`src/rtl/core/kmr_pkg.sv`:
```
// ----------------------------------------------------------------------------
// kmr_pkg - shared types and constants for the recall@k counter
// Holds request and response payload types, sequencer states and limits.
// ----------------------------------------------------------------------------
package kmr_pkg;

   // Default number of stored ground-truth labels
   localparam int MAX_K_DEF = 16;

   // Register and field widths
   localparam int K_W      = 5;
   localparam int LABEL_W  = 32;
   localparam int COUNT_W  = 32;
   localparam int RECALL_W = 17;

   // Reset value of labels_per_query
   localparam logic [K_W-1:0] K_RESET = 5'd16;

   // Saturation limit of the counters
   localparam logic [COUNT_W-1:0] COUNT_MAX = '1;

   // Quotient bits produced by the restoring divider
   localparam int DIV_STEPS = RECALL_W;
   localparam int DIV_CNT_W = $clog2(DIV_STEPS);
   localparam logic [DIV_CNT_W-1:0] DIV_LAST = DIV_CNT_W'(DIV_STEPS - 1);

   typedef struct packed {
      logic [LABEL_W-1:0] label;
      logic               final_item;
   } req_type;

   typedef struct packed {
      logic [COUNT_W-1:0]  hit_count;
      logic [COUNT_W-1:0]  label_total;
      logic [RECALL_W-1:0] recall_q16;
   } rsp_type;

   typedef enum logic [2:0] {
      ST_IDLE,
      ST_READ,
      ST_CMP,
      ST_DIV,
      ST_RESP
   } state_type;

endpackage

```
`src/rtl/core/knn_recall_counter.sv`:
```
// ----------------------------------------------------------------------------
// knn_recall_counter - recall@k over a stream of neighbour labels
// Stores each query's ground-truth labels, scans them for every tested
// label and on the final request divides hits by total into Q1.16.
// ----------------------------------------------------------------------------
// Flow: a ground-truth request is taken in idle; a tested request then
//   alternates read and compare over the stored labels, up to the first match.
// A final request then runs the divider and presents the result,
//   held until the response side takes it.
// One subtractor serves both label compare and division, one division step a cycle.
// Reset clears counters, query position and sets labels_per_query to 16.
module knn_recall_counter #(
   parameter int MAX_K = kmr_pkg::MAX_K_DEF
) (
   input  logic                      clock,
   input  logic                      reset,
   input  logic                      req_valid,
   output logic                      req_ready,
   input  kmr_pkg::req_type          req_data,
   output logic                      rsp_valid,
   input  logic                      rsp_ready,
   output kmr_pkg::rsp_type          rsp_data,
   input  logic                      csr_valid,
   output logic                      csr_ready,
   input  logic [kmr_pkg::K_W-1:0]   csr_data
);
   import kmr_pkg::*;

   localparam int CNT_W = $clog2(MAX_K + 1);
   localparam int IDX_W = (MAX_K > 1) ? $clog2(MAX_K) : 1;
   localparam int KW    = (CNT_W > K_W) ? CNT_W : K_W;

   state_type state_ff, state_in;

   logic [K_W-1:0]       k_ff, k_in;
   logic [CNT_W-1:0]     loaded_ff, loaded_in;
   logic [CNT_W-1:0]     seen_ff, seen_in;
   logic                 phase_ff, phase_in;
   logic [COUNT_W-1:0]   hits_ff, hits_in;
   logic [COUNT_W-1:0]   total_ff, total_in;
   logic [LABEL_W-1:0]   label_ff, label_in;
   logic                 final_ff, final_in;
   logic                 found_ff, found_in;
   logic [IDX_W-1:0]     idx_ff, idx_in;
   logic [COUNT_W:0]     rem_ff, rem_in;
   logic [RECALL_W-2:0]  quot_ff, quot_in;
   logic [DIV_CNT_W-1:0] div_cnt_ff, div_cnt_in;
   rsp_type              rsp_ff, rsp_in;

   logic                 req_acc;
   logic                 rsp_acc;
   logic [KW-1:0]        k_eff;
   logic [KW-1:0]        k_ext;
   logic [KW-1:0]        max_ext;
   logic [CNT_W-1:0]     loaded_inc;
   logic [CNT_W-1:0]     seen_inc;
   logic                 scan_last;
   logic                 scan_done;

   // Shared subtract unit
   logic [COUNT_W+1:0]   sub_a, sub_b, sub_diff;
   logic                 sub_zero, sub_ge;

   // Label store ports
   logic                 ram_we;
   logic [IDX_W-1:0]     ram_waddr, ram_raddr;
   logic [LABEL_W-1:0]   ram_rdata;

   kmr_ram #(
      .WIDTH  (LABEL_W),
      .DEPTH  (MAX_K),
      .ADDR_W (IDX_W)
   ) u_truth_ram (
      .clock   (clock),
      .wr_en   (ram_we),
      .wr_addr (ram_waddr),
      .wr_data (req_data.label),
      .rd_addr (ram_raddr),
      .rd_data (ram_rdata)
   );

   assign req_acc   = req_valid && req_ready;
   assign rsp_acc   = rsp_valid && rsp_ready;
   assign csr_ready = 1'b1;

   // Clamp k into 1..MAX_K
   assign k_ext   = KW'(k_ff);
   assign max_ext = KW'(MAX_K);
   always_comb begin
      if (k_ff == '0) begin
         k_eff = KW'(1);
      end else if (k_ext > max_ext) begin
         k_eff = max_ext;
      end else begin
         k_eff = k_ext;
      end
   end

   assign loaded_inc = loaded_ff + CNT_W'(1);
   assign seen_inc   = seen_ff + CNT_W'(1);
   assign scan_last  = (CNT_W'(idx_ff) + CNT_W'(1)) == loaded_ff;
   assign scan_done  = sub_zero || scan_last;

   // Subtract unit: label equality in compare, trial subtract in divide
   assign sub_diff = sub_a - sub_b;
   assign sub_zero = (sub_diff == '0);
   assign sub_ge   = !sub_diff[COUNT_W+1];

   // Next state
   always_comb begin
      state_in = state_ff;
      case (state_ff)
         ST_IDLE: begin
            if (req_acc) begin
               if (phase_ff) begin
                  state_in = ST_READ;
               end else if (req_data.final_item) begin
                  state_in = ST_DIV;
               end
            end
         end
         ST_READ: state_in = ST_CMP;
         ST_CMP: begin
            if (scan_done) begin
               state_in = final_ff ? ST_DIV : ST_IDLE;
            end else begin
               state_in = ST_READ;
            end
         end
         ST_DIV: begin
            if (div_cnt_ff == DIV_LAST) begin
               state_in = ST_RESP;
            end
         end
         ST_RESP: begin
            if (rsp_acc) begin
               state_in = ST_IDLE;
            end
         end
         default: state_in = ST_IDLE;
      endcase
   end

   // Outputs and unit operand selection
   always_comb begin
      req_ready = 1'b0;
      rsp_valid = 1'b0;
      ram_we    = 1'b0;
      ram_waddr = loaded_ff[IDX_W-1:0];
      ram_raddr = idx_ff;
      sub_a     = {2'b00, label_ff};
      sub_b     = {2'b00, ram_rdata};
      case (state_ff)
         ST_IDLE: begin
            req_ready = 1'b1;
            ram_we    = req_valid && !phase_ff;
         end
         ST_DIV: begin
            sub_a = {1'b0, rem_ff};
            sub_b = {2'b00, total_ff};
         end
         ST_RESP: rsp_valid = 1'b1;
         default: begin
         end
      endcase
   end

   // Datapath next values
   always_comb begin
      k_in       = k_ff;
      loaded_in  = loaded_ff;
      seen_in    = seen_ff;
      phase_in   = phase_ff;
      hits_in    = hits_ff;
      total_in   = total_ff;
      label_in   = label_ff;
      final_in   = final_ff;
      found_in   = found_ff;
      idx_in     = idx_ff;
      rem_in     = rem_ff;
      quot_in    = quot_ff;
      div_cnt_in = div_cnt_ff;
      rsp_in     = rsp_ff;

      // Take a register write
      if (csr_valid && csr_ready) begin
         k_in = csr_data;
      end

      case (state_ff)
         ST_IDLE: begin
            if (req_acc) begin
               label_in = req_data.label;
               final_in = req_data.final_item;
               found_in = 1'b0;
               idx_in   = '0;
               if (!phase_ff) begin
                  // Store a ground-truth label, switch phase at k
                  loaded_in = loaded_inc;
                  if (KW'(loaded_inc) >= k_eff) begin
                     phase_in = 1'b1;
                     seen_in  = '0;
                  end
                  if (req_data.final_item) begin
                     loaded_in = '0;
                     seen_in   = '0;
                     phase_in  = 1'b0;
                  end
               end
            end
         end
         ST_CMP: begin
            found_in = found_ff || sub_zero;
            if (scan_done) begin
               // Count the tested label, restart query at k
               if (sub_zero && (hits_ff != COUNT_MAX)) begin
                  hits_in = hits_ff + COUNT_W'(1);
               end
               if (total_ff != COUNT_MAX) begin
                  total_in = total_ff + COUNT_W'(1);
               end
               seen_in = seen_inc;
               if ((KW'(seen_inc) >= k_eff) || final_ff) begin
                  loaded_in = '0;
                  seen_in   = '0;
                  phase_in  = 1'b0;
               end
            end else begin
               idx_in = idx_ff + IDX_W'(1);
            end
         end
         ST_DIV: begin
            // One restoring step per cycle
            rem_in     = sub_ge ? {sub_diff[COUNT_W-1:0], 1'b0}
                                : {rem_ff[COUNT_W-1:0], 1'b0};
            quot_in    = {quot_ff[RECALL_W-3:0], sub_ge};
            div_cnt_in = div_cnt_ff + DIV_CNT_W'(1);
            if (div_cnt_ff == DIV_LAST) begin
               rsp_in.hit_count   = hits_ff;
               rsp_in.label_total = total_ff;
               rsp_in.recall_q16  = (total_ff == '0) ? '0 : {quot_ff, sub_ge};
               hits_in  = '0;
               total_in = '0;
            end
         end
         default: begin
         end
      endcase

      // Prime the divider on entry
      if ((state_in == ST_DIV) && (state_ff != ST_DIV)) begin
         rem_in     = {1'b0, hits_in};
         quot_in    = '0;
         div_cnt_in = '0;
      end
   end

   // Control registers
   always_ff @(posedge clock) begin
      if (reset) begin
         state_ff  <= ST_IDLE;
         k_ff      <= K_RESET;
         loaded_ff <= '0;
         seen_ff   <= '0;
         phase_ff  <= 1'b0;
         hits_ff   <= '0;
         total_ff  <= '0;
      end else begin
         state_ff  <= state_in;
         k_ff      <= k_in;
         loaded_ff <= loaded_in;
         seen_ff   <= seen_in;
         phase_ff  <= phase_in;
         hits_ff   <= hits_in;
         total_ff  <= total_in;
      end
   end

   // Payload and working registers
   always_ff @(posedge clock) begin
      label_ff   <= label_in;
      final_ff   <= final_in;
      found_ff   <= found_in;
      idx_ff     <= idx_in;
      rem_ff     <= rem_in;
      quot_ff    <= quot_in;
      div_cnt_ff <= div_cnt_in;
      rsp_ff     <= rsp_in;
   end

   assign rsp_data = rsp_ff;

   // Checks
   a_hits_le_total: assert property (@(posedge clock) disable iff (reset)
      hits_ff <= total_ff)
      else $error("hit counter exceeds total");

   a_rsp_hits_le_total: assert property (@(posedge clock) disable iff (reset)
      rsp_valid |-> (rsp_data.hit_count <= rsp_data.label_total))
      else $error("result hits exceed total");

   a_rsp_recall_range: assert property (@(posedge clock) disable iff (reset)
      rsp_valid |-> (rsp_data.recall_q16 <= RECALL_W'(65536)))
      else $error("recall above one");

   a_scan_in_store: assert property (@(posedge clock) disable iff (reset)
      (state_ff == ST_READ) |-> (CNT_W'(idx_ff) < loaded_ff))
      else $error("scan reads beyond stored labels");

endmodule

```
`src/rtl/core/kmr_ram.sv`:
```
// ----------------------------------------------------------------------------
// kmr_ram - generic simple dual-port RAM
// One write port and one read port, read data registered.
// ----------------------------------------------------------------------------
module kmr_ram #(
   parameter int WIDTH  = 32,
   parameter int DEPTH  = 16,
   parameter int ADDR_W = (DEPTH > 1) ? $clog2(DEPTH) : 1
) (
   input  logic              clock,
   input  logic              wr_en,
   input  logic [ADDR_W-1:0] wr_addr,
   input  logic [WIDTH-1:0]  wr_data,
   input  logic [ADDR_W-1:0] rd_addr,
   output logic [WIDTH-1:0]  rd_data
);

   logic [WIDTH-1:0] mem_ff [DEPTH];
   logic [WIDTH-1:0] rd_data_ff;

   // Write, then register the read word
   always_ff @(posedge clock) begin
      if (wr_en) begin
         mem_ff[wr_addr] <= wr_data;
      end
      rd_data_ff <= mem_ff[rd_addr];
   end

   assign rd_data = rd_data_ff;

endmodule

```
`config.mk`:
```
export PLATFORM = sky130hd
export DESIGN_NAME = knn_recall_counter
export DESIGN_NICKNAME = d
export VERILOG_FILES = /design/src/rtl/core/kmr_pkg.sv /design/src/rtl/core/knn_recall_counter.sv /design/src/rtl/core/kmr_ram.sv
export SDC_FILE = /design/constraint.sdc
export NUM_CORES = 1
export LEC_CHECK = 0
export BUFFER_PORTS_ARGS = -buffer_cell sky130_fd_sc_hd__buf_4
export CAP_MARGIN = 20
export CORE_ASPECT_RATIO = 1.75
export CORE_MARGIN = 2
export CORE_UTILIZATION = 50
export DETAILED_ROUTE_END_ITERATION = 6
export PLACE_DENSITY = 0.72
export SYNTH_ARGS = -nofsm -noshare
export SYNTH_HDL_FRONTEND = slang
export SYNTH_SLANG_ARGS = --single-unit
```
`constraint.sdc`:
```
create_clock -name clock -period 8.5 [get_ports clock]
set_clock_uncertainty 0.2 [all_clocks]
set_input_delay 1.275 -clock clock [delete_from_list [all_inputs] [get_ports clock]]
set_output_delay 1.275 -clock clock [all_outputs]
set_load 0.01 [all_outputs]
```
==> impl_summary.md <==
Power
The share of total power dissipated in the clock network is 0.235. Of the total power, the share spent switching nets is 0.3635. The reported net switching power is about 0.0051 W. The power per cell area is approximately 360 nW/µm². Total power for the finished layout comes to about 0.014 W. The part of the power in registers is 0.367. The share of power burned in combinational logic is 0.398. Cell internal power was estimated by the tool at slightly below 0.009 W. Across the VDD grid, the largest voltage drop is 219.5 µV. The analysis attributes to cell leakage a power of between 10 and 15 nW.

Routing
The final routed wire length divided by cell count is between 20 and 30 µm. In this run the remaining antenna-violating nets after routing total 0. The starting DRC count in detailed routing is 1,846. The routed layout has 20.90k vias.

The number of vias per cell after detailed routing is between 6 and 7. The routed wire length is 91.44 mm. The first TritonRoute pass finished after 7 iterations. The count of unresolved DRC violations after routing is 1.

CTS
The maximum level of the CTS H-tree is 3. The number of setup buffers added after CTS is 0. The number of buffers inserted during clock tree synthesis is 68.

The tree is rooted in a clkbuf_16. Counting every sink on the clock net gives 799. The clock transition at the register clock pins on the worst setup and hold paths after CTS is approximately 0.070 ns. The post-cts hold buffer count is 0. The number of gates resized after cts is 0.

The clock tree from TritonCTS is built. The clock latency reported for the late side of the worst-skew pair is about 0.63 ns. Counting along the longest clock path gives a buffer depth of 3.

Logic synthesis
Of all cell types, the one taking the most synthesized area is edfxtp_1. The synthesized netlist cell count is about 2.3k. The most used flip-flop cell after synthesis is edfxtp_1.

The Yosys step of the flow raised 0 warnings. The synthesized net count is approximately 2.4k. The sequential fraction of the synthesis area is 0.6617. Among all cell types in the netlist, the one instantiated most often is edfxtp_1. The mean area per synthesized cell is between 10 and 15 µm². The mapped netlist covers roughly 34,000 µm². Counting distinct cell types in the post-synthesis netlist gives a little over 80. Of the post-synthesis cell area, the dominant cell type holds 0.5815. For this run, asynchronously set or reset flops after synthesis account for 0. The number of synthesized flops with an enable pin is about 660. Yosys attributes the largest share of cell area to edfxtp_1, mux4_2, dfxtp_1. The commonest cells after synthesis are edfxtp_1, nand2_1, mux4_2. In this run, synthesis produced a sequential element count of around 800.

Placement
In this run the tool buffered the top-level ports with 125 buffer cells. The final estimated routing congestion in global placement is 1.012. The cell total after placement is roughly 3.3k.

Timing analysis after detailed placement gives a worst setup slack of 1.558 ns. The wire-length estimate of the detail-placed layout is slightly below 60 mm.

STA
Setup repair after global routing left no endpoint under its margin. Subtracting the final worst setup slack from the clock period gives ~7.1 ns. In the finished design, the share of the clock period the worst path needs comes to 0.8369. The number of pins with negative max-slew slack in the final report is 0. The final number of setup-violating endpoints is 0. The final setup TNS is 0 ns. The final hold violation count was 0.

Derived from the worst setup path, the maximum achievable clock frequency is roughly 140 MHz. The final worst slack is ~1.4 ns. The max-slew headroom at the worst pin is 0.1416.

For the pin with the worst max-slew slack, the measured transition is 1.278 ns.

Layout
The final non-filler cell total is about 3.4k. The share of post-route cells with drive strength above 1 is 0.1960. The number of nets in the layout is 2,529. The layout overhead on the synthesized area is 13.18%.

At the end of the flow the core is filled with cells to 0.5721.

Global route
The fraction of met1 tracks used by global routing is 0.2907. Across every metal layer, demand over resource in global routing totals 0.2607. The number of global-route vias before repair is 21.32k. For met2 alone, demand over resource in global routing was 0.4676. The number of antenna violations at the first check in global routing is 2. Entering global routing, the biggest net connects approximately 110 pins. Global routing finished with a remaining overflow of 0. The first global-routing pass estimated 135.4 mm of wire.

In the global route stage, met3 resource usage came out at 0.03800. The global routing's busiest layer is met2.

Run status
The run finished, with violations left. The checks that failed: DRC.

Setup path
STA classifies the critical path endpoint as a flip-flop. The required time at the worst-slack endpoint is slightly below 9 ns. The signal on the critical path passes through and3b_4 -> mux2i_1 -> ha_1 -> and4_1 -> nand3_1 -> a21oi_2 -> nor3_1 -> nor4b_1 -> nor3_1 -> o211ai_1 -> nor4b_4 -> o211ai_1 -> buf_4 -> mux2_2 -> o31ai_1. For this run, the slowest stage of the critical path takes 0.91 ns. Among all stages on the critical path, the largest delay is contributed by nor4b_1. The startpoint type of the worst setup path is a flip-flop.

The worst-path maximum fanout is 45. The category of the most critical setup path is reg2reg. The arrival time reported for the critical path endpoint is about 7.4 ns. In this run the critical register-to-register path is launched from state_ff[0]. In this run the worst setup path begins at state_ff[0].

Die
The I/O pin count is ~130. The floorplan has roughly 130 rows. The die is approximately 350 µm tall. Measured along the x axis, the die boundary spans ~200 µm.

The floorplan die area is between 70,000 and 80,000 µm². The initial utilization of the core area, before any placement, comes to 0.5055. In this run the standard cell core region covers roughly 68,000 µm².

Worst hold path
The worst hold path belongs to the class reg2reg. The worst min-delay path startpoint is quot_ff[14].

Flow run
Across the run, the number of max-cap violations was 0.
critical path, delay by kind of cell, from the launching register on:
kind | cells | cell delay, ns
compound gates | 4 | 1.55
simple gates | 7 | 2.74
fa+ha+maj | 1 | 0.34
mux | 2 | 0.98
flops | 1 | 0.58
buf+inv | 1 | 0.49
metal layers:
layer	vias up	routed length, µm
met4	0	6206
met1	10520	32150
li1	9254	-
met5	-	0
met2	877	47910
met3	245	5180
cell usage in the layout (no fill, tap or decap), types with 18 or more instances in the layout:
cell	Yosys	layout
nand2_1	269	268
buf_4	1	168
nor3_1	46	42
a31oi_1	23	22
nand4_1	29	29
o21ai_0	71	71
a21oi_1	118	118
o211ai_1	18	18
xor2_1	18	18
edfxtp_1	662	662
nor2b_1	29	28
ha_1	53	53
mux4_2	160	160
inv_1	30	29
clkbuf_16	0	69
or3_1	34	34
dfxtp_1	137	137
nand3_1	51	51
nor2_1	107	95
mux2i_1	76	76
logic make-up (layout without fill, tap and decap cells):
kind of cell / after synthesis / after routing / share of synthesized area
other: 1 / 4 / 0.0001097
adders and majority gates: 54 / 54 / 0.01998
and+or+nand+nor: 677 / 677 / 0.09633
buffers and inverters: 148 / 324 / 0.01662
muxes: 246 / 246 / 0.1310
xor gates and xnor gates: 30 / 30 / 0.007686
AOI/OAI and AO/OA: 354 / 354 / 0.06658
DFF: 799 / 799 / 0.6617
power by group through the flow:
stage                     sequential [W]  combinational, W  clock (W)
after CTS                        0.00513           0.00551    0.00334
final                            0.00513           0.00556    0.00329
after global placement           0.00519           0.00541          0
after global routing             0.00517           0.00596    0.00348
after floorplan                  0.00514           0.00374          0
after detailed placement         0.00521           0.00547          0
layout make-up:
cell class | instances | area (µm²)
Inverter | 30 | 113.9
Antenna cell | 3 | 7.507
Sequential cell | 799 | 22620
Timing Repair Buffer | 171 | 1316
Clock buffer | 89 | 1852
Fill cell | 5175 | 28940
Clock inverter | 34 | 511.7
Tap cell | 896 | 1121
Multi-Input combinational cell | 1362 | 11150
sequential cells by signal, summed over array words and instances (netlist names):
signal,cells
k_ext,5
loaded_ff,5
final_ff,1
div_cnt_ff,5
quot_ff,16
idx_ff,4
hits_ff,32
total_ff,32
state_ff,3
rsp_data,81
rem_ff,33
u_truth_ram.rd_data,32
u_truth_ram.mem_ff,512
phase_ff,1
seen_ff,5
label_ff,32
path summary, 6_finish.rpt:
kind / to / depth (start not counted) / slack [ns]
worst max register to register: rem_ff[17] / 15 / 1.39
worst max-delay path: rem_ff[17] / 15 / 1.39
worst min register to register: quot_ff[15] / 2 / 0.26
worst min-delay path: quot_ff[15] / 2 / 0.26
stage by stage:
stage	instance area [µm²]	hold slack (ns)
after floorplan	34190	0.2238
after global placement	36270	0.2430
after detailed placement	36280	0.2474
after CTS	38640	0.2568
after global routing	38680	0.2733
final	38690	0.2551
Note: power is estimated with default switching activity, not from simulation.
